### src/hw/rtl/tse_pkg.sv
// Shared constants, codes and controller/datapath link types for the tread speed equalizer.
`timescale 1ns / 1ps

package tse_pkg;

   // Default timer width of the edge capture values
   localparam int TIMER_BITS_DEF = 16;

   // Configuration port geometry
   localparam int CSR_WIDTH      = 15;
   localparam int CSR_INDEX_BITS = 2;

   // Register reset values
   localparam logic [CSR_WIDTH-1:0] DESIRED_RESET = 15'd2500;
   localparam logic [CSR_WIDTH-1:0] DIVISOR_RESET = 15'h007F;

   // Duty and correction bounds
   localparam logic [7:0] DUTY_RESET = 8'hF0;
   localparam logic [7:0] DUTY_MAX   = 8'hFF;
   localparam logic [7:0] CORR_MAX   = 8'sd127;
   localparam logic [7:0] CORR_MIN   = 8'h80;

   // Register indexes on the configuration port
   typedef enum logic [CSR_INDEX_BITS-1:0] {
      REG_DESIRED   = 2'd0,
      REG_LEFT_DIV  = 2'd1,
      REG_RIGHT_DIV = 2'd2
   } csr_index_type;

   // Input opcodes
   typedef enum logic {
      OP_START = 1'b0,
      OP_EDGE  = 1'b1
   } opcode_type;

   // Commands from controller to datapath
   typedef struct packed {
      logic take;      // input side open for a transfer
      logic div_start; // load the divider from the accepted edge
      logic div_step;  // one restoring divide step
      logic apply;     // update duty and load the result register
   } cmd_type;

   // Status from datapath to controller
   typedef struct packed {
      logic need_div;  // transfer this cycle is a non-first edge
      logic out_busy;  // result register still holds an untaken result
   } status_type;

endpackage

### src/hw/rtl/tse_ctrl.sv
// Controller state machine: accept, divide sequencing and result hand-off.
`timescale 1ns / 1ps

module tse_ctrl #(
   parameter int TIMER_BITS = tse_pkg::TIMER_BITS_DEF
) (
   input  logic                 clock,
   input  logic                 reset,
   input  tse_pkg::status_type  status,
   output tse_pkg::cmd_type     cmd
);
   import tse_pkg::*;

   localparam int ERR_BITS = ((TIMER_BITS > CSR_WIDTH) ? TIMER_BITS : CSR_WIDTH) + 1;
   localparam int CNT_BITS = $clog2(ERR_BITS + 1);

   typedef enum logic [2:0] {
      ST_IDLE  = 3'b001,
      ST_DIV   = 3'b010,
      ST_APPLY = 3'b100
   } state_type;

   state_type             state_ff, state_in;
   logic [CNT_BITS-1:0]   count_ff, count_in;

   // Next state and commands
   always_comb begin
      state_in = state_ff;
      count_in = count_ff;
      cmd      = '0;
      case (state_ff)
         ST_IDLE: begin
            cmd.take = 1'b1;
            if (status.need_div) begin
               cmd.div_start = 1'b1;
               count_in      = CNT_BITS'(ERR_BITS);
               state_in      = ST_DIV;
            end
         end
         ST_DIV: begin
            cmd.div_step = 1'b1;
            count_in     = count_ff - CNT_BITS'(1);
            if (count_ff == CNT_BITS'(1)) begin
               state_in = ST_APPLY;
            end
         end
         ST_APPLY: begin
            // hold until the result register can take the new result
            if (!status.out_busy) begin
               cmd.apply = 1'b1;
               state_in  = ST_IDLE;
            end
         end
         default: begin
            state_in = ST_IDLE;
         end
      endcase
   end

   // State registers
   always_ff @(posedge clock) begin
      if (reset) begin
         state_ff <= ST_IDLE;
         count_ff <= '0;
      end else begin
         state_ff <= state_in;
         count_ff <= count_in;
      end
   end

endmodule

### config.mk
export PLATFORM = sky130hd
export DESIGN_NAME = tse_ctrl
export DESIGN_NICKNAME = d
export VERILOG_FILES = /design/src/hw/rtl/tse_pkg.sv /design/src/hw/rtl/tse_ctrl.sv
export SDC_FILE = /design/constraint.sdc
export NUM_CORES = 1
export LEC_CHECK = 0
export BUFFER_PORTS_ARGS = -buffer_cell sky130_fd_sc_hd__buf_2
export CORE_UTILIZATION = 35
export DETAILED_ROUTE_END_ITERATION = 10
export GPL_TIMING_DRIVEN = 0
export PLACE_DENSITY = 0.58
export RECOVER_POWER = 100
export SETUP_SLACK_MARGIN = 0.1
export SYNTH_ARGS = -nofsm -noshare
export SYNTH_HDL_FRONTEND = slang
export SYNTH_SLANG_ARGS = --single-unit
export TNS_END_PERCENT = 5
### constraint.sdc
create_clock -name clock -period 1.3 [get_ports clock]
set_input_delay 0.39 -clock clock [delete_from_list [all_inputs] [get_ports clock]]
set_output_delay 0.39 -clock clock [all_outputs]
set_load 0.02 [all_outputs]
After elaboration in Yosys (flattened, before gate mapping)
Index checks and enable logic that the tools add are counted.
{"block": "totals", "reg_bits": 8, "wordCells": 24, "out_inout_bits": 4}
{"block": "classes", "n_reduce_logical": 3, "mux": 11, "eq_ne": 7, "n_addsub": 1}
{"operator": "$pmux W5 S2", "n": 1}
{"operator": "$mux W3", "n": 3}
{"operator": "$pmux W3 S3", "n": 1}
{"operator": "$ne A2 B2 Y1 const B", "n": 3}
{"operator": "$eq A5 B1 Y1 const B", "n": 1}
{"operator": "$mux W5", "n": 1}
{"operator": "$sub A5 B1 Y5 const B", "n": 1}
{"operator": "$mux W1", "n": 4}
{"operator": "$eq A3 B1 Y1 const B", "n": 1}
{"operator": "$eq A3 B2 Y1 const B", "n": 1}
{"operator": "$eq A3 B3 Y1 const B", "n": 1}
{"operator": "$reduce_and A3 Y1", "n": 1}
{"operator": "$mux W2", "n": 1}
{"operator": "$reduce_and A2 Y1", "n": 1}
{"operator": "$reduce_bool A2 Y1", "n": 1}

Longest topological paths before layout
{"block": "depth", "word_depth": 3, "ltp_mapped": 5, "ltp_nobuf": 5}

Worst setup path before layout
Ideal clock, no wire load.
{"block": "synth_path", "kind": "reg-to-output", "from": "register state_ff[2]", "to": "output cmd[0] in the netlist's numbering", "slack_ps": -253, "path_buffers": 0, "t_required_ps": 910, "stages_incl_launch_ff": 3, "t_arrival_ps": 1163, "path_cell_list": "dfxtp_1 > inv_1 > nor4_1"}
{"item": "start, declared", "line": "tse_ctrl.sv:23", "source": "state_type state_ff, state_in;"}
{"item": "start signal, assigned", "line": "tse_ctrl.sv:66", "source": "state_ff <= state_in;"}
{"item": "end, declared", "line": "tse_ctrl.sv:10", "source": "output tse_pkg::cmd_type cmd"}

==> flow_summary.ini <==
[run_status]
status = complete, but fails checks
violations = setup timing

[worst_setup_path]
crit_fanout = 7
cp-end-kind = output port
crit_path_end = cmd[1]
cp.required_ns = 0.91
rr_startpoint = state_ff[0]$_SDFFE_PP1P_
rrSetupSlack_ns = -0.25
ff2ff_path_depth = 6
cp-startpoint = state_ff[0]$_SDFFE_PP1P_
critPathLaunchType = flop
path_class = reg2out
cp.arrival_ns = 1.23
r2r-end = count_ff[1]$_SDFFE_PP0P_

[sta]
timing.final.crit_share_pct = 125
drv_slew = 0
hold_viol_final = 0
setup_viol = 6
rsz0062_at_grt = yes
worstMarginPinSlew_ns = 0.373
max_freq_mhz = 616
hold_slack_ns = 0.484
period_minus_slack_ns = 1.62
fin_tns_setup_ns = -1.50
clock_skew_ns = 0.00145
fin_ws_ns = -0.323
relSlewSlack_pct = 75.1

[clock_tree]
path_clk_slew_ns = 0.05
worstSkewPairLatency_ns = 0.25
cts-root-buf = clkbuf_4
cts_buffer_depth = 2
cts_tree = yes
htreeDepth = 1
postCtsHoldBufs = 0
cts_buffers = 3
clock_sinks = 8

[place]
hpwl_um = 602
place_inst = 70
routabilityCongestion = 0.691
io_buffers = 6

[layout]
area_growth_pct = 42.2
instances_no_fill = 81
antenna_cells = 0
drive_gt1_share_pct = 52.2
fin_nets = 75

[power]
vdd_drop_max_mv = 0.571
leakagePower_nw = 0.262
powerDensity_nw_per_um2 = 898

[logic_synthesis]
synth_compound_area_share_pct = 16.2
yosysTopAreaCell = dfxtp_1
synthArstFlopShare_pct = 0
yosysSeqAreaShare_pct = 34.0
synth.most_common_cell = dfxtp_1
ys_top_cells_by_area = dfxtp_1 34%, ha_1 5.3%, nor3_1 5.3%
synth_ff_type = dfxtp_1
synth_mux_area_share_pct = 0
ys_ff_latch = 8
synth-adder-area-share_pct = 5.31
synth_top_family_by_area = simple AND/OR/NAND/NOR gates
synthesis.nets = 56
yosysWarnings = 0
synth_cells = 50
synth_simple_gate_area_share_pct = 31.0
synth_edf_count = 0
syn_area_um2 = 472
synthXorXnorAreaFrac_pct = 1.86
avgSynthCellArea_um2 = 9.43
synth_common_cells = 8 x dfxtp_1, 5 x nor3_1, 4 x inv_1, 3 x nand3b_1
synth.distinct_cells = 29
yosys.area.top_type_share_pct = 34.0

[die]
die_x_um = 38.7
io_pins = 8
die-area_um2 = 1500
initial_core_util_pct = 40.3
design.core.area_um2 = 1170
rows = 12
die_h_um = 38.7

[detailed_routing]
firstDrtPassIters = 4
drc = 0
ant_nets = 0
drtIter0Drc = 10
wl_per_cell_um = 12.0
vias_per_cell = 5.28
dr_total_vias = 428
wl_um = 970

[min_path]
hp-start = state_ff[2]$_SDFFE_PP0P_
hp-class = reg2reg

[global_routing]
grt_max_degree = 10
gr-usage-all-layers_pct = 16.9
antenna_found_initial = 0
grt_pass1_wl_um = 1660
grt-ovfl-total = 0
grt_pass1_vias = 381

[flow_run]
max_cap_viol_count = 0
==> timing repair <==
item	4_1_cts	5_1_grt
resized for setup	11	6
pin swaps	5	5
buffers inserted	7	1
endpoints found under the setup margin	11	12
==> stage by stage <==
| step | area, um^2 | total power [mW] | util (%) | worst slack (ns) |
|---|---|---|---|---|
| after floorplan | 478 | 0.357 | - | -0.0449 |
| after global placement | 526 | 0.382 | 44.9 | -0.200 |
| after detailed placement | 526 | 0.383 | 44.9 | -0.203 |
| after CTS | 638 | 0.607 | 54.5 | -0.330 |
| after global routing | 671 | 0.638 | 57.3 | -0.354 |
| final | 671 | 0.602 | 57.3 | -0.323 |
==> worst min path at each step <==
stage / endpoint / slack [ns] / cells after the start
global route: state_ff[1]$_SDFFE_PP0P_ / 0.50 / 1
finish: state_ff[1]$_SDFFE_PP0P_ / 0.48 / 1
global placement: count_ff[3]$_SDFFE_PP0P_ / 0.50 / 2
detailed placement: count_ff[3]$_SDFFE_PP0P_ / 0.49 / 2
floorplan: count_ff[3]$_SDFFE_PP0P_ / 0.47 / 2
CTS: state_ff[1]$_SDFFE_PP0P_ / 0.49 / 4
==> metal layers <==
metal,up-vias,global-route usage (%),part of all wire (%)
li1,222,-,-
met1,196,21.7,49
met2,8,24.2,44
met3,2,6.94,4.9
met4,0,7.76,1.2
met5,-,0,0
==> cell usage in the layout, fill, tap and decap left out, types with 2 or more instances in the layout <==
master,Yosys,layout
ha_1,2,2
nor3_1,5,5
dfxtp_1,8,4
buf_4,0,10
a211oi_1,2,2
buf_6,2,4
inv_1,4,4
nand3b_1,3,3
dfxtp_2,0,2
a31oi_1,2,2
dfxtp_4,0,2
clkbuf_4,0,3
buf_2,1,3
==> state kept, by name, summed over array words and instances, names as in the netlist <==
signal / cells
count_ff: 5
state_ff: 3
==> logic make-up after synthesis <==
group	count (synthesis)
AOI/OAI and AO/OA	10
xor gates and xnor gates	1
adders and majority gates	2
buffers and inverters	9
DFF	8
and+or+nand+nor	20
==> power by group <==
part / switching [mW] / leakage [nW] / internal (mW)
sequential: 0.0141 / 0.0677 / 0.258
combinational: 0.0633 / 0.181 / 0.0820
clock: 0.0797 / 0.0138 / 0.105
==> worst max-delay path: stages, from the launching register on <==
cell	delay (ns)
dfxtp_1	0.30
buf_6	0.12
or3b_4	0.39
clkinv_4	0.06
buf_6	0.10
==> cell type report <==
cell class	count	area (um^2)
Fill cell	114	500
Inverter	5	23.8
Timing Repair Buffer	14	108
Tap cell	14	17.5
Buffer	4	31.3
Sequential cell	8	170
Multi-Input combinational cell	33	298
Clock buffer	3	22.5
Power figures use the tool's default switching activity.
