===== config.mk =====
export PLATFORM = sky130hd
export DESIGN_NAME = tse_datapath_flat
export DESIGN_NICKNAME = d
export VERILOG_FILES = /design/src/hw/rtl/tse_pkg.sv /design/src/hw/rtl/tse_if.sv /design/src/hw/rtl/tse_datapath.sv /design/src/flat_wrapper.sv
export SDC_FILE = /design/constraint.sdc
export NUM_CORES = 1
export LEC_CHECK = 0
export ABC_AREA = 1
export BUFFER_PORTS_ARGS = -buffer_cell sky130_fd_sc_hd__buf_2
export CAP_MARGIN = 30
export CORE_ASPECT_RATIO = 1.75
export CORE_MARGIN = 2
export CORE_UTILIZATION = 55
export DETAILED_ROUTE_END_ITERATION = 8
export GPL_TIMING_DRIVEN = 0
export HOLD_SLACK_MARGIN = 0.05
export PLACE_DENSITY = 0.73
export SKIP_LAST_GASP = 1
export SYNTH_ARGS = -nofsm -noshare
export SYNTH_HDL_FRONTEND = slang
export SYNTH_SLANG_ARGS = --single-unit

===== constraint.sdc =====
create_clock -name clock -period 5.5 [get_ports clock]
set_input_delay 1.1 -clock clock [delete_from_list [all_inputs] [get_ports clock]]
set_output_delay 1.1 -clock clock [all_outputs]
set_load 0.01 [all_outputs]

===== src/hw/rtl/tse_pkg.sv =====
// Shared constants, codes and controller/datapath link types for the tread speed equalizer.
`timescale 1ns / 1ps

package tse_pkg;

   // Default timer width of the edge capture values
   localparam int TIMER_BITS_DEF = 16;

   // Configuration port geometry
   localparam int CSR_WIDTH      = 15;
   localparam int CSR_INDEX_BITS = 2;

   // Register reset values
   localparam logic [CSR_WIDTH-1:0] DESIRED_RESET = 15'd2500;
   localparam logic [CSR_WIDTH-1:0] DIVISOR_RESET = 15'h007F;

   // Duty and correction bounds
   localparam logic [7:0] DUTY_RESET = 8'hF0;
   localparam logic [7:0] DUTY_MAX   = 8'hFF;
   localparam logic [7:0] CORR_MAX   = 8'sd127;
   localparam logic [7:0] CORR_MIN   = 8'h80;

   // Register indexes on the configuration port
   typedef enum logic [CSR_INDEX_BITS-1:0] {
      REG_DESIRED   = 2'd0,
      REG_LEFT_DIV  = 2'd1,
      REG_RIGHT_DIV = 2'd2
   } csr_index_type;

   // Input opcodes
   typedef enum logic {
      OP_START = 1'b0,
      OP_EDGE  = 1'b1
   } opcode_type;

   // Commands from controller to datapath
   typedef struct packed {
      logic take;      // input side open for a transfer
      logic div_start; // load the divider from the accepted edge
      logic div_step;  // one restoring divide step
      logic apply;     // update duty and load the result register
   } cmd_type;

   // Status from datapath to controller
   typedef struct packed {
      logic need_div;  // transfer this cycle is a non-first edge
      logic out_busy;  // result register still holds an untaken result
   } status_type;

endpackage


===== src/hw/rtl/tse_if.sv =====
// Valid/ready channel interfaces for the edge capture input and the duty update result.
`timescale 1ns / 1ps

interface tse_req_if #(
   parameter int TIMER_BITS = tse_pkg::TIMER_BITS_DEF
);
   logic                  valid;
   logic                  ready;
   logic                  opcode;
   logic                  tread;
   logic [TIMER_BITS-1:0] edge_time;

   modport source (output valid, output opcode, output tread, output edge_time, input ready);
   modport sink   (input valid, input opcode, input tread, input edge_time, output ready);
endinterface

interface tse_rsp_if;
   logic              valid;
   logic              ready;
   logic              tread_res;
   logic        [7:0] duty;
   logic signed [7:0] correction;

   modport source (output valid, output tread_res, output duty, output correction, input ready);
   modport sink   (input valid, input tread_res, input duty, input correction, output ready);
endinterface


===== src/hw/rtl/tse_datapath.sv =====
// Datapath: tread state, configuration registers, restoring divider and result register.
`timescale 1ns / 1ps

module tse_datapath #(
   parameter int TIMER_BITS = tse_pkg::TIMER_BITS_DEF
) (
   input  logic                                  clock,
   input  logic                                  reset,
   input  logic                                  csr_we,
   input  logic [tse_pkg::CSR_INDEX_BITS-1:0]    csr_index,
   input  logic [tse_pkg::CSR_WIDTH-1:0]         csr_wdata,
   tse_req_if.sink                               req_chan,
   tse_rsp_if.source                             rsp_chan,
   input  tse_pkg::cmd_type                      cmd,
   output tse_pkg::status_type                   status
);
   import tse_pkg::*;

   localparam int ERR_BITS = ((TIMER_BITS > CSR_WIDTH) ? TIMER_BITS : CSR_WIDTH) + 1;
   localparam int REM_BITS = CSR_WIDTH + 1;

   // Configuration registers
   logic [CSR_WIDTH-1:0]  desired_ff;
   logic [CSR_WIDTH-1:0]  left_div_ff;
   logic [CSR_WIDTH-1:0]  right_div_ff;

   // Per-tread state
   logic [1:0]            awaiting_ff;
   logic [TIMER_BITS-1:0] prev_edge_ff [2];
   logic [7:0]            duty_ff [2];

   // Divider state
   logic [ERR_BITS-1:0]   quo_ff, quo_in;
   logic [CSR_WIDTH-1:0]  rem_ff, rem_in;
   logic [CSR_WIDTH-1:0]  div_ff;
   logic                  neg_ff;
   logic                  tread_ff;

   // Result register
   logic                  out_valid_ff;
   logic                  out_tread_ff;
   logic [7:0]            out_duty_ff;
   logic [7:0]            out_corr_ff;

   logic                  accept;
   logic [TIMER_BITS-1:0] period;
   logic [ERR_BITS-1:0]   error;
   logic [ERR_BITS-1:0]   mag;
   logic [CSR_WIDTH-1:0]  div_sel;
   logic [REM_BITS-1:0]   trial;
   logic                  fits;
   logic                  big;
   logic [7:0]            low_mag;
   logic [7:0]            corr;
   logic signed [9:0]     sum;
   logic [7:0]            duty_new;

   assign req_chan.ready = cmd.take;
   assign accept         = req_chan.valid && cmd.take;

   assign status.need_div = accept && (req_chan.opcode == OP_EDGE)
                            && !awaiting_ff[req_chan.tread];
   assign status.out_busy = out_valid_ff && !rsp_chan.ready;

   // Error magnitude and sign of the accepted edge
   always_comb begin
      period  = req_chan.edge_time - prev_edge_ff[req_chan.tread];
      error   = {1'b0, (ERR_BITS-1)'(period)} - {1'b0, (ERR_BITS-1)'(desired_ff)};
      mag     = error[ERR_BITS-1] ? (~error + ERR_BITS'(1)) : error;
      div_sel = req_chan.tread ? right_div_ff : left_div_ff;
   end

   // One restoring divide step; the remainder stays below the divisor
   always_comb begin
      trial  = {rem_ff, quo_ff[ERR_BITS-1]};
      fits   = trial >= {1'b0, div_ff};
      rem_in = fits ? CSR_WIDTH'(trial - {1'b0, div_ff}) : trial[CSR_WIDTH-1:0];
      quo_in = {quo_ff[ERR_BITS-2:0], fits};
   end

   // Saturate the quotient and clamp the new duty
   always_comb begin
      big     = |quo_ff[ERR_BITS-1:7];
      low_mag = {1'b0, quo_ff[6:0]};
      if (neg_ff) begin
         corr = big ? CORR_MIN : (~low_mag + 8'd1);
      end else begin
         corr = big ? CORR_MAX : low_mag;
      end
      sum = $signed({2'b00, duty_ff[tread_ff]}) + $signed({{2{corr[7]}}, corr});
      if (sum[9]) begin
         duty_new = 8'd0;
      end else if (sum[8]) begin
         duty_new = DUTY_MAX;
      end else begin
         duty_new = sum[7:0];
      end
   end

   // Configuration writes
   always_ff @(posedge clock) begin
      if (reset) begin
         desired_ff   <= DESIRED_RESET;
         left_div_ff  <= DIVISOR_RESET;
         right_div_ff <= DIVISOR_RESET;
      end else if (csr_we) begin
         case (csr_index)
            REG_DESIRED:   desired_ff   <= csr_wdata;
            REG_LEFT_DIV:  left_div_ff  <= csr_wdata;
            REG_RIGHT_DIV: right_div_ff <= csr_wdata;
            default: begin
            end
         endcase
      end
   end

   // First-edge flags and duties
   always_ff @(posedge clock) begin
      if (reset) begin
         awaiting_ff <= 2'b11;
         duty_ff[0]  <= DUTY_RESET;
         duty_ff[1]  <= DUTY_RESET;
      end else begin
         if (accept) begin
            if (req_chan.opcode == OP_START) begin
               awaiting_ff <= 2'b11;
            end else begin
               awaiting_ff[req_chan.tread] <= 1'b0;
            end
         end
         if (cmd.apply) begin
            duty_ff[tread_ff] <= duty_new;
         end
      end
   end

   // Edge times and divider registers
   always_ff @(posedge clock) begin
      if (accept && (req_chan.opcode == OP_EDGE)) begin
         prev_edge_ff[req_chan.tread] <= req_chan.edge_time;
      end
      if (cmd.div_start) begin
         quo_ff   <= mag;
         rem_ff   <= '0;
         div_ff   <= (div_sel == '0) ? CSR_WIDTH'(1) : div_sel;
         neg_ff   <= error[ERR_BITS-1];
         tread_ff <= req_chan.tread;
      end else if (cmd.div_step) begin
         quo_ff <= quo_in;
         rem_ff <= rem_in;
      end
   end

   // Result register: load on apply, drop on transfer
   always_ff @(posedge clock) begin
      if (reset) begin
         out_valid_ff <= 1'b0;
      end else if (cmd.apply) begin
         out_valid_ff <= 1'b1;
      end else if (rsp_chan.ready) begin
         out_valid_ff <= 1'b0;
      end
   end

   always_ff @(posedge clock) begin
      if (cmd.apply) begin
         out_tread_ff <= tread_ff;
         out_duty_ff  <= duty_new;
         out_corr_ff  <= corr;
      end
   end

   assign rsp_chan.valid      = out_valid_ff;
   assign rsp_chan.tread_res  = out_tread_ff;
   assign rsp_chan.duty       = out_duty_ff;
   assign rsp_chan.correction = $signed(out_corr_ff);

endmodule


===== src/flat_wrapper.sv =====
// flat-port wrapper written by rule: the top's interface ports become plain ports
module tse_datapath_flat import tse_pkg::*;
#(
   parameter int TIMER_BITS = tse_pkg::TIMER_BITS_DEF
)
  (clock, reset, csr_we, csr_index, csr_wdata, cmd, status, req_chan_valid, req_chan_opcode, req_chan_tread, req_chan_edge_time, req_chan_ready, rsp_chan_valid, rsp_chan_tread_res, rsp_chan_duty, rsp_chan_correction, rsp_chan_ready);
  tse_req_if #(.TIMER_BITS(TIMER_BITS)) req_chan_i ();
  tse_rsp_if rsp_chan_i ();
  input  logic clock;
  input  logic reset;
  input  logic csr_we;
  input  logic [tse_pkg::CSR_INDEX_BITS-1:0] csr_index;
  input  logic [tse_pkg::CSR_WIDTH-1:0] csr_wdata;
  input  tse_pkg::cmd_type cmd;
  output tse_pkg::status_type status;
  input wire logic [$bits(req_chan_i.valid)-1:0] req_chan_valid;
  input wire logic [$bits(req_chan_i.opcode)-1:0] req_chan_opcode;
  input wire logic [$bits(req_chan_i.tread)-1:0] req_chan_tread;
  input wire logic [$bits(req_chan_i.edge_time)-1:0] req_chan_edge_time;
  output wire logic [$bits(req_chan_i.ready)-1:0] req_chan_ready;
  output wire logic [$bits(rsp_chan_i.valid)-1:0] rsp_chan_valid;
  output wire logic [$bits(rsp_chan_i.tread_res)-1:0] rsp_chan_tread_res;
  output wire logic [$bits(rsp_chan_i.duty)-1:0] rsp_chan_duty;
  output wire logic [$bits(rsp_chan_i.correction)-1:0] rsp_chan_correction;
  input wire logic [$bits(rsp_chan_i.ready)-1:0] rsp_chan_ready;
  assign req_chan_i.valid = req_chan_valid;
  assign req_chan_i.opcode = req_chan_opcode;
  assign req_chan_i.tread = req_chan_tread;
  assign req_chan_i.edge_time = req_chan_edge_time;
  assign req_chan_ready = req_chan_i.ready;
  assign rsp_chan_valid = rsp_chan_i.valid;
  assign rsp_chan_tread_res = rsp_chan_i.tread_res;
  assign rsp_chan_duty = rsp_chan_i.duty;
  assign rsp_chan_correction = rsp_chan_i.correction;
  assign rsp_chan_i.ready = rsp_chan_ready;
  tse_datapath #(.TIMER_BITS(TIMER_BITS)) u_core (.clock(clock), .reset(reset), .csr_we(csr_we), .csr_index(csr_index), .csr_wdata(csr_wdata), .req_chan(req_chan_i), .rsp_chan(rsp_chan_i), .cmd(cmd), .status(status));
endmodule

# After elaboration in Yosys (flattened, before gate mapping)
# Memories as Yosys holds them, arrays and structs flattened. A register that Yosys moved wholly into a read port is not among the register bits.
# Cells that the tools add are included.
# classes
reduce_logical	16
magnitude_cmp	3
eq_ne	2
muxes	28
n_bitwise	4
addsub	6
# ops
op	count
$mux W17	3
$mux W8	5
$mux W15	2
$add A17 B1 Y17 const B	1
$not A17 Y17	1
$sub A16 B15 Y17	1
$ge A16 B15 Y1	1
$sub A16 B16 Y16	1
$logic_not A15 Y1	1
$mux W1	15
$sub A15 B15 Y15	1
$add A9 B8 Y10	1
$reduce_or A10 Y1	1
$add A8 B1 Y8 const B	1
$not A7 Y8	1
$reduce_or A8 Y1	1
$mux W7	1
$reduce_and A2 Y1	3
$logic_and A1 B1 Y1	5
$reduce_bool A2 Y1	2
$and A2 B2 Y2	1
$eq A2 B1 Y1 const B	1
$eq A2 B2 Y1 const B	1
$logic_not A1 Y1	2
6 further kinds	6
# word_totals
inputBits	44
n_memories	2
reg_bits	114
ram_bits	48
wordCells	74
output_inout_bits	21
# memory_table
memory	depth	word_bits	read_ports	rd_clocked_by_memory_dff	wr	line	source
u_core.prev_edge_ff	2	16	1	0	1	tse_datapath.sv:29	logic [TIMER_BITS-1:0] prev_edge_ff [2];
u_core.duty_ff	2	8	1	1	2	tse_datapath.sv:30	logic [7:0] duty_ff [2];

# Longest topological paths before layout
# logic_depth
word_depth	8
depth_mapped	32
mapped_depth_nobuf	30

# Worst setup path before layout
# OpenSTA, ideal clock, no wires.
# synth_timing
path_kind	input to register
startpoint	input port req_chan_tread
endpoint	register u_core.quo_ff[8], data pin
setup_slack_ps	483
path_buffers	4
cell_stages	26
setup_ps	260
t_arrival_ps	4757
path_cell_list	buf_6 clkbuf_1 buf_1 mux2i_1 ha_1 nand2_1 a21oi_1 nor2_1 nand2_2 nand3_1 nand3_1 a21boi_0 a21oi_1 xor2_1 ha_1 a21oi_1 nand2_1 a21oi_1 nand2_1 nand2_2 nand2_2 a21oi_4 buf_6 nand3_1 nand3_1 o21ai_0
# synth_between
elab_chain_len	7
# synth_rtl
item	line	source
from (decl)	flat_wrapper.sv:18	input wire logic [$bits(req_chan_i.tread)-1:0] req_chan_tread;
$mem_v2 Z2 W16 *	n/a	
$sub A16 B16 Y16 *	tse_datapath.sv:67	period = req_chan.edge_time - prev_edge_ff[req_chan.tread];
$sub A16 B15 Y17 *	tse_datapath.sv:68	error = {1'b0, (ERR_BITS-1)'(period)} - {1'b0, (ERR_BITS-1)'(desired_ff)};
$not A17 Y17	tse_datapath.sv:69	mag = error[ERR_BITS-1] ? (~error + ERR_BITS'(1)) : error;
$add A17 B1 Y17	tse_datapath.sv:69	
$mux W17 *	tse_datapath.sv:69	
$mux W17 *	tse_datapath.sv:142	if (cmd.div_start) begin
to (signal assigned)	tse_datapath.sv:143	quo_ff <= mag;
to (signal assigned)	tse_datapath.sv:149	quo_ff <= quo_in;
to (decl)	tse_datapath.sv:33	logic [ERR_BITS-1:0] quo_ff, quo_in;
# Every way passes the cells marked *; elsewhere a longest branch is shown, timed or not.
# A chain may end at the register's enable or synchronous reset.

# Final worst setup path
# layout_timing
startpoint	input port req_chan_tread
endpoint	register u_core.quo_ff[10], data pin
# Same word-level chain as after synthesis.

==> impl_results.md <==
- Syn Area/Cell: 8.14 µm²
- Primary FF master, synth: edfxtp_1
- PortBufs: 64
- Antenna Nets Post-Route: 0
- Clock latency on the worst-skew pair: 0.44 ns
- Cells after Synth: 1204
- CTS buffer count: 17
- Deepest clock path buffer count: 2
- Place WS: -0.690 ns
- Reg-to-Reg End: u_core.quo_ff[10]
- Post-synth EDFFs: 99
- Layout cells sized above 1: 12.7%
- Die Y-Extent: 181 µm
- Initial DRC count: 369
- Most Crowded Layer GR: met2
- CTS sink count: 163
- Fmax: 198 MHz
- GR Util met2: 47.8%
- Final net count: 1394
- Post-layout min period: 5.06 ns
- Vias in the first global route: 8213
- Crit Path Max Fanout: 10
- CP Capture Type: register
- Core Area: 0.0175 mm²
- Worst Path Class, Setup: in -> reg
- Worst Path Arrival: 5.24 ns
- Synth area leaders: edfxtp_1 (30%), dfxtp_1 (13%), nand2_1 (12%), ha_1 (7.3%), inv_1 (5.7%)
- Clock transition at path regs: 0.07 ns
- Row Count: 64
- Dpl cell area: 0.0104 mm²
- Global-route wire length before repair: 38.3 mm
- HPWL after detailed placement: 17.8 mm
- Final hold violation count: 0
- R2r worst-path depth: 25
- Final Wtd Congestion: 0.922
- Antenna Cells: 0
- Final WS setup: 0.438 ns
- DR pass1 iterations: 5
- TritonCTS clock tree: built
- Setup TNS: 0 ns
- Final setup violation count: 0
- Worst-Margin Slew: 0.854 ns
- Overall power: 4310 µW
- Post-Syn Area: 0.00980 mm²
- Worst setup path endpoint: u_core.quo_ff[10]
- GRT overflow: 0
- Flop2flop setup slack: 1.64 ns
- Power per Cell Area: 391 mW/mm²
- Yosys top cell by area: edfxtp_1
- DR vias/cell: 5.34
- Seq. cell area: 0.00425 mm²
- Total track usage: 25.4%
- Syn nets: 1309
- Worst setup SP type: primary input
- DR vias: 8192
- CTS Hold Buffers Added: 0
- Synth Warn #: 0
- H-tree level count: 4
- Worst EP required: 5.67 ns
- Synth-to-layout area growth: 12.4%
- Leakage Power: 0.00512 µW
- I/O pin count: 65
- Final period util: 92.0%
- Met3 usage: 3.83%
- Post-synth cell types: 59
- Initial antenna violation count: 0
- Synth top area share: 30.3%
- Post-CTS setup buffers: 0
- Residual DRC: 0
- Max-Cap Viols: 0
- Core Util, Final: 63.1%
- Root buf cell: clkbuf_16
- Die X: 105 µm
- Pin count of the biggest net entering global routing: 23
- Seq/Total Area, Yosys: 43.4%
- GR met1 Demand/Resource: 25.5%
- CP startpoint: req_chan_tread
- WL final: 22.8 mm
- Max_slew headroom: 43.0%
- Final slew viol count: 0
- Reg2reg start: u_core.prev_edge_ff[0][0]
- Fillers: 1581
- Final Skew: 0.0129 ns
- IR drop worst, VDD: 261 µV
- Die ar.: 0.0189 mm²
- Area of the multi-input gates: 0.00480 mm²
- Average wire per standard cell: 14.9 µm
- Final Instance Area: 0.0110 mm²
- Run status: finished clean
- Asr flop ratio synth: 0%
- Initial Util: 56.1%
- FF+latch count, synth: 163
- Min-Delay Path Class: reg -> reg
-- critical path: stages --
cell and delay (ns):
buf_2 0.11, buf_6 0.17, clkbuf_2 0.28, buf_4 0.29
mux2i_1 0.21, ha_1 0.30, a21oi_1 0.19, nand2_2 0.09
nand2_1 0.10, nand2_2 0.09, nand3_1 0.10, nand3_1 0.07
a21boi_1 0.16, a21oi_1 0.22, xor2_1 0.17, ha_1 0.30
a21oi_1 0.15, nand2_1 0.06, a21oi_1 0.17, nand2_1 0.11
nand2_2 0.09, nand2_2 0.06, a21oi_4 0.22, buf_6 0.18
nand3_1 0.08, nand3_1 0.08, o21ai_1 0.07
-- cell usage after synthesis, types with 2 or more instances --
library cell / number
a21oi_1: 57
a21oi_2: 3
a31oi_1: 6
and2_1: 2
and3_1: 2
buf_2: 5
buf_4: 2
buf_6: 4
clkbuf_1: 16
clkinv_1: 2
dfxtp_1: 64
edfxtp_1: 99
fa_1: 4
ha_1: 57
inv_1: 150
inv_2: 5
mux2_2: 7
mux2i_1: 14
nand2_1: 321
nand2_2: 15
nand3_1: 79
nand3_2: 7
nand3b_1: 7
nand4_1: 15
nor2_1: 92
nor2_2: 3
nor2_4: 3
nor3_1: 7
nor4_1: 4
o211ai_1: 13
o21ai_0: 59
o21ai_1: 11
o21bai_1: 4
o31ai_1: 2
xnor2_1: 13
xor2_1: 27
-- cell type report --
type                    instances  share of cell area, %
plain buffers                  28                   1.45
clock buffers                  18                   3.90
repair buffers                 66                   3.04
flip-flops and latches        163                   38.6
inverters                     159                   5.47
multi-input cells             854                   43.6
well taps                     231                   2.62
clock inverters                14                   1.29
-- layout by cell type (no fill, tap or decap), types with 5 or more instances in the layout --
| cell type | count |
|---|---|
| buf_6 | 5 |
| ha_1 | 57 |
| buf_2 | 68 |
| nor3_1 | 7 |
| mux2i_1 | 13 |
| mux2_2 | 7 |
| clkbuf_1 | 16 |
| buf_4 | 5 |
| clkbuf_16 | 17 |
| xnor2_1 | 13 |
| nand4_1 | 15 |
| inv_1 | 150 |
| nand3_1 | 79 |
| inv_2 | 5 |
| o21ai_0 | 59 |
| dfxtp_1 | 64 |
| a31oi_1 | 6 |
| o211ai_1 | 13 |
| nand2_2 | 15 |
| o21ai_1 | 11 |
| edfxtp_1 | 99 |
| nand3_2 | 7 |
| nand2_1 | 321 |
| nor2_1 | 92 |
| nand3b_1 | 7 |
| a21oi_1 | 56 |
| inv_6 | 5 |
| xor2_1 | 27 |
-- power by group --
part           switching [µW]  internal, µW
registers                80.2          1480
logic                    1020           578
clock network             551           601
total                    1650          2660
-- timing repair --
action                                  in CTS  in global routing
hold endpoints to repair                     0                  0
endpoints found under the setup margin      16                 16
resized for setup                            4                 10
pin swaps                                    0                  0
-- sequential cells by signal, summed over array words and instances, names as in the netlist, named ones only --
| name | count |
|---|---|
| u_core.tread_ff | 1 |
| u_core.left_div_ff | 15 |
| u_core.duty_ff | 16 |
| u_core.quo_ff | 17 |
| u_core.rsp_chan.duty | 8 |
| u_core.rsp_chan.valid | 1 |
| u_core.rem_ff | 15 |
| u_core.div_ff | 15 |
| u_core.neg_ff | 1 |
| u_core.awaiting_ff | 2 |
| u_core.prev_edge_ff | 32 |
| u_core.rsp_chan.tread_res | 1 |
| u_core.right_div_ff | 15 |
| u_core.rsp_chan.correction | 8 |
| u_core.desired_ff | 15 |
-- metal layers --
layer	vias up	part of all wire [%]	routed length [µm]
met1	3750	36	8280
met5	-	0	0
li1	4163	-	-
met3	71	3.4	769
met2	208	54	12300
met4	0	6.4	1450
-- how the worst min path moves through the flow --
| stage | start | to | cells past startpoint |
|---|---|---|---|
| floorplan | u_core.right_div_ff[0] | u_core.right_div_ff[0] | 2 |
| global placement | u_core.right_div_ff[1] | u_core.right_div_ff[1] | 2 |
| detailed placement | u_core.right_div_ff[1] | u_core.right_div_ff[1] | 2 |
| CTS | u_core.right_div_ff[1] | u_core.right_div_ff[1] | 2 |
| global route | u_core.left_div_ff[6] | u_core.left_div_ff[6] | 2 |
| finish | u_core.right_div_ff[4] | u_core.right_div_ff[4] | 2 |
-- cell families after synthesis --
group	Yosys count	synth area share, %
buffers and inverters	187	7.67
xor gates and xnor gates	42	3.91
muxes	21	2.23
DFF	163	43.4
AOI/OAI and AO/OA	167	9.72
and+or+nand+nor	563	25.0
adders and majority gates	61	8.09
-- metrics by stage --
stage / hold WS, ns / instances
after CTS: 0.460 / 1533
after floorplan: 0.429 / 1204
after global routing: 0.488 / 1533
after global placement: 0.439 / 1499
final: 0.461 / 1533
after detailed placement: 0.442 / 1501
No activity file was read; power rests on OpenSTA's default activity.
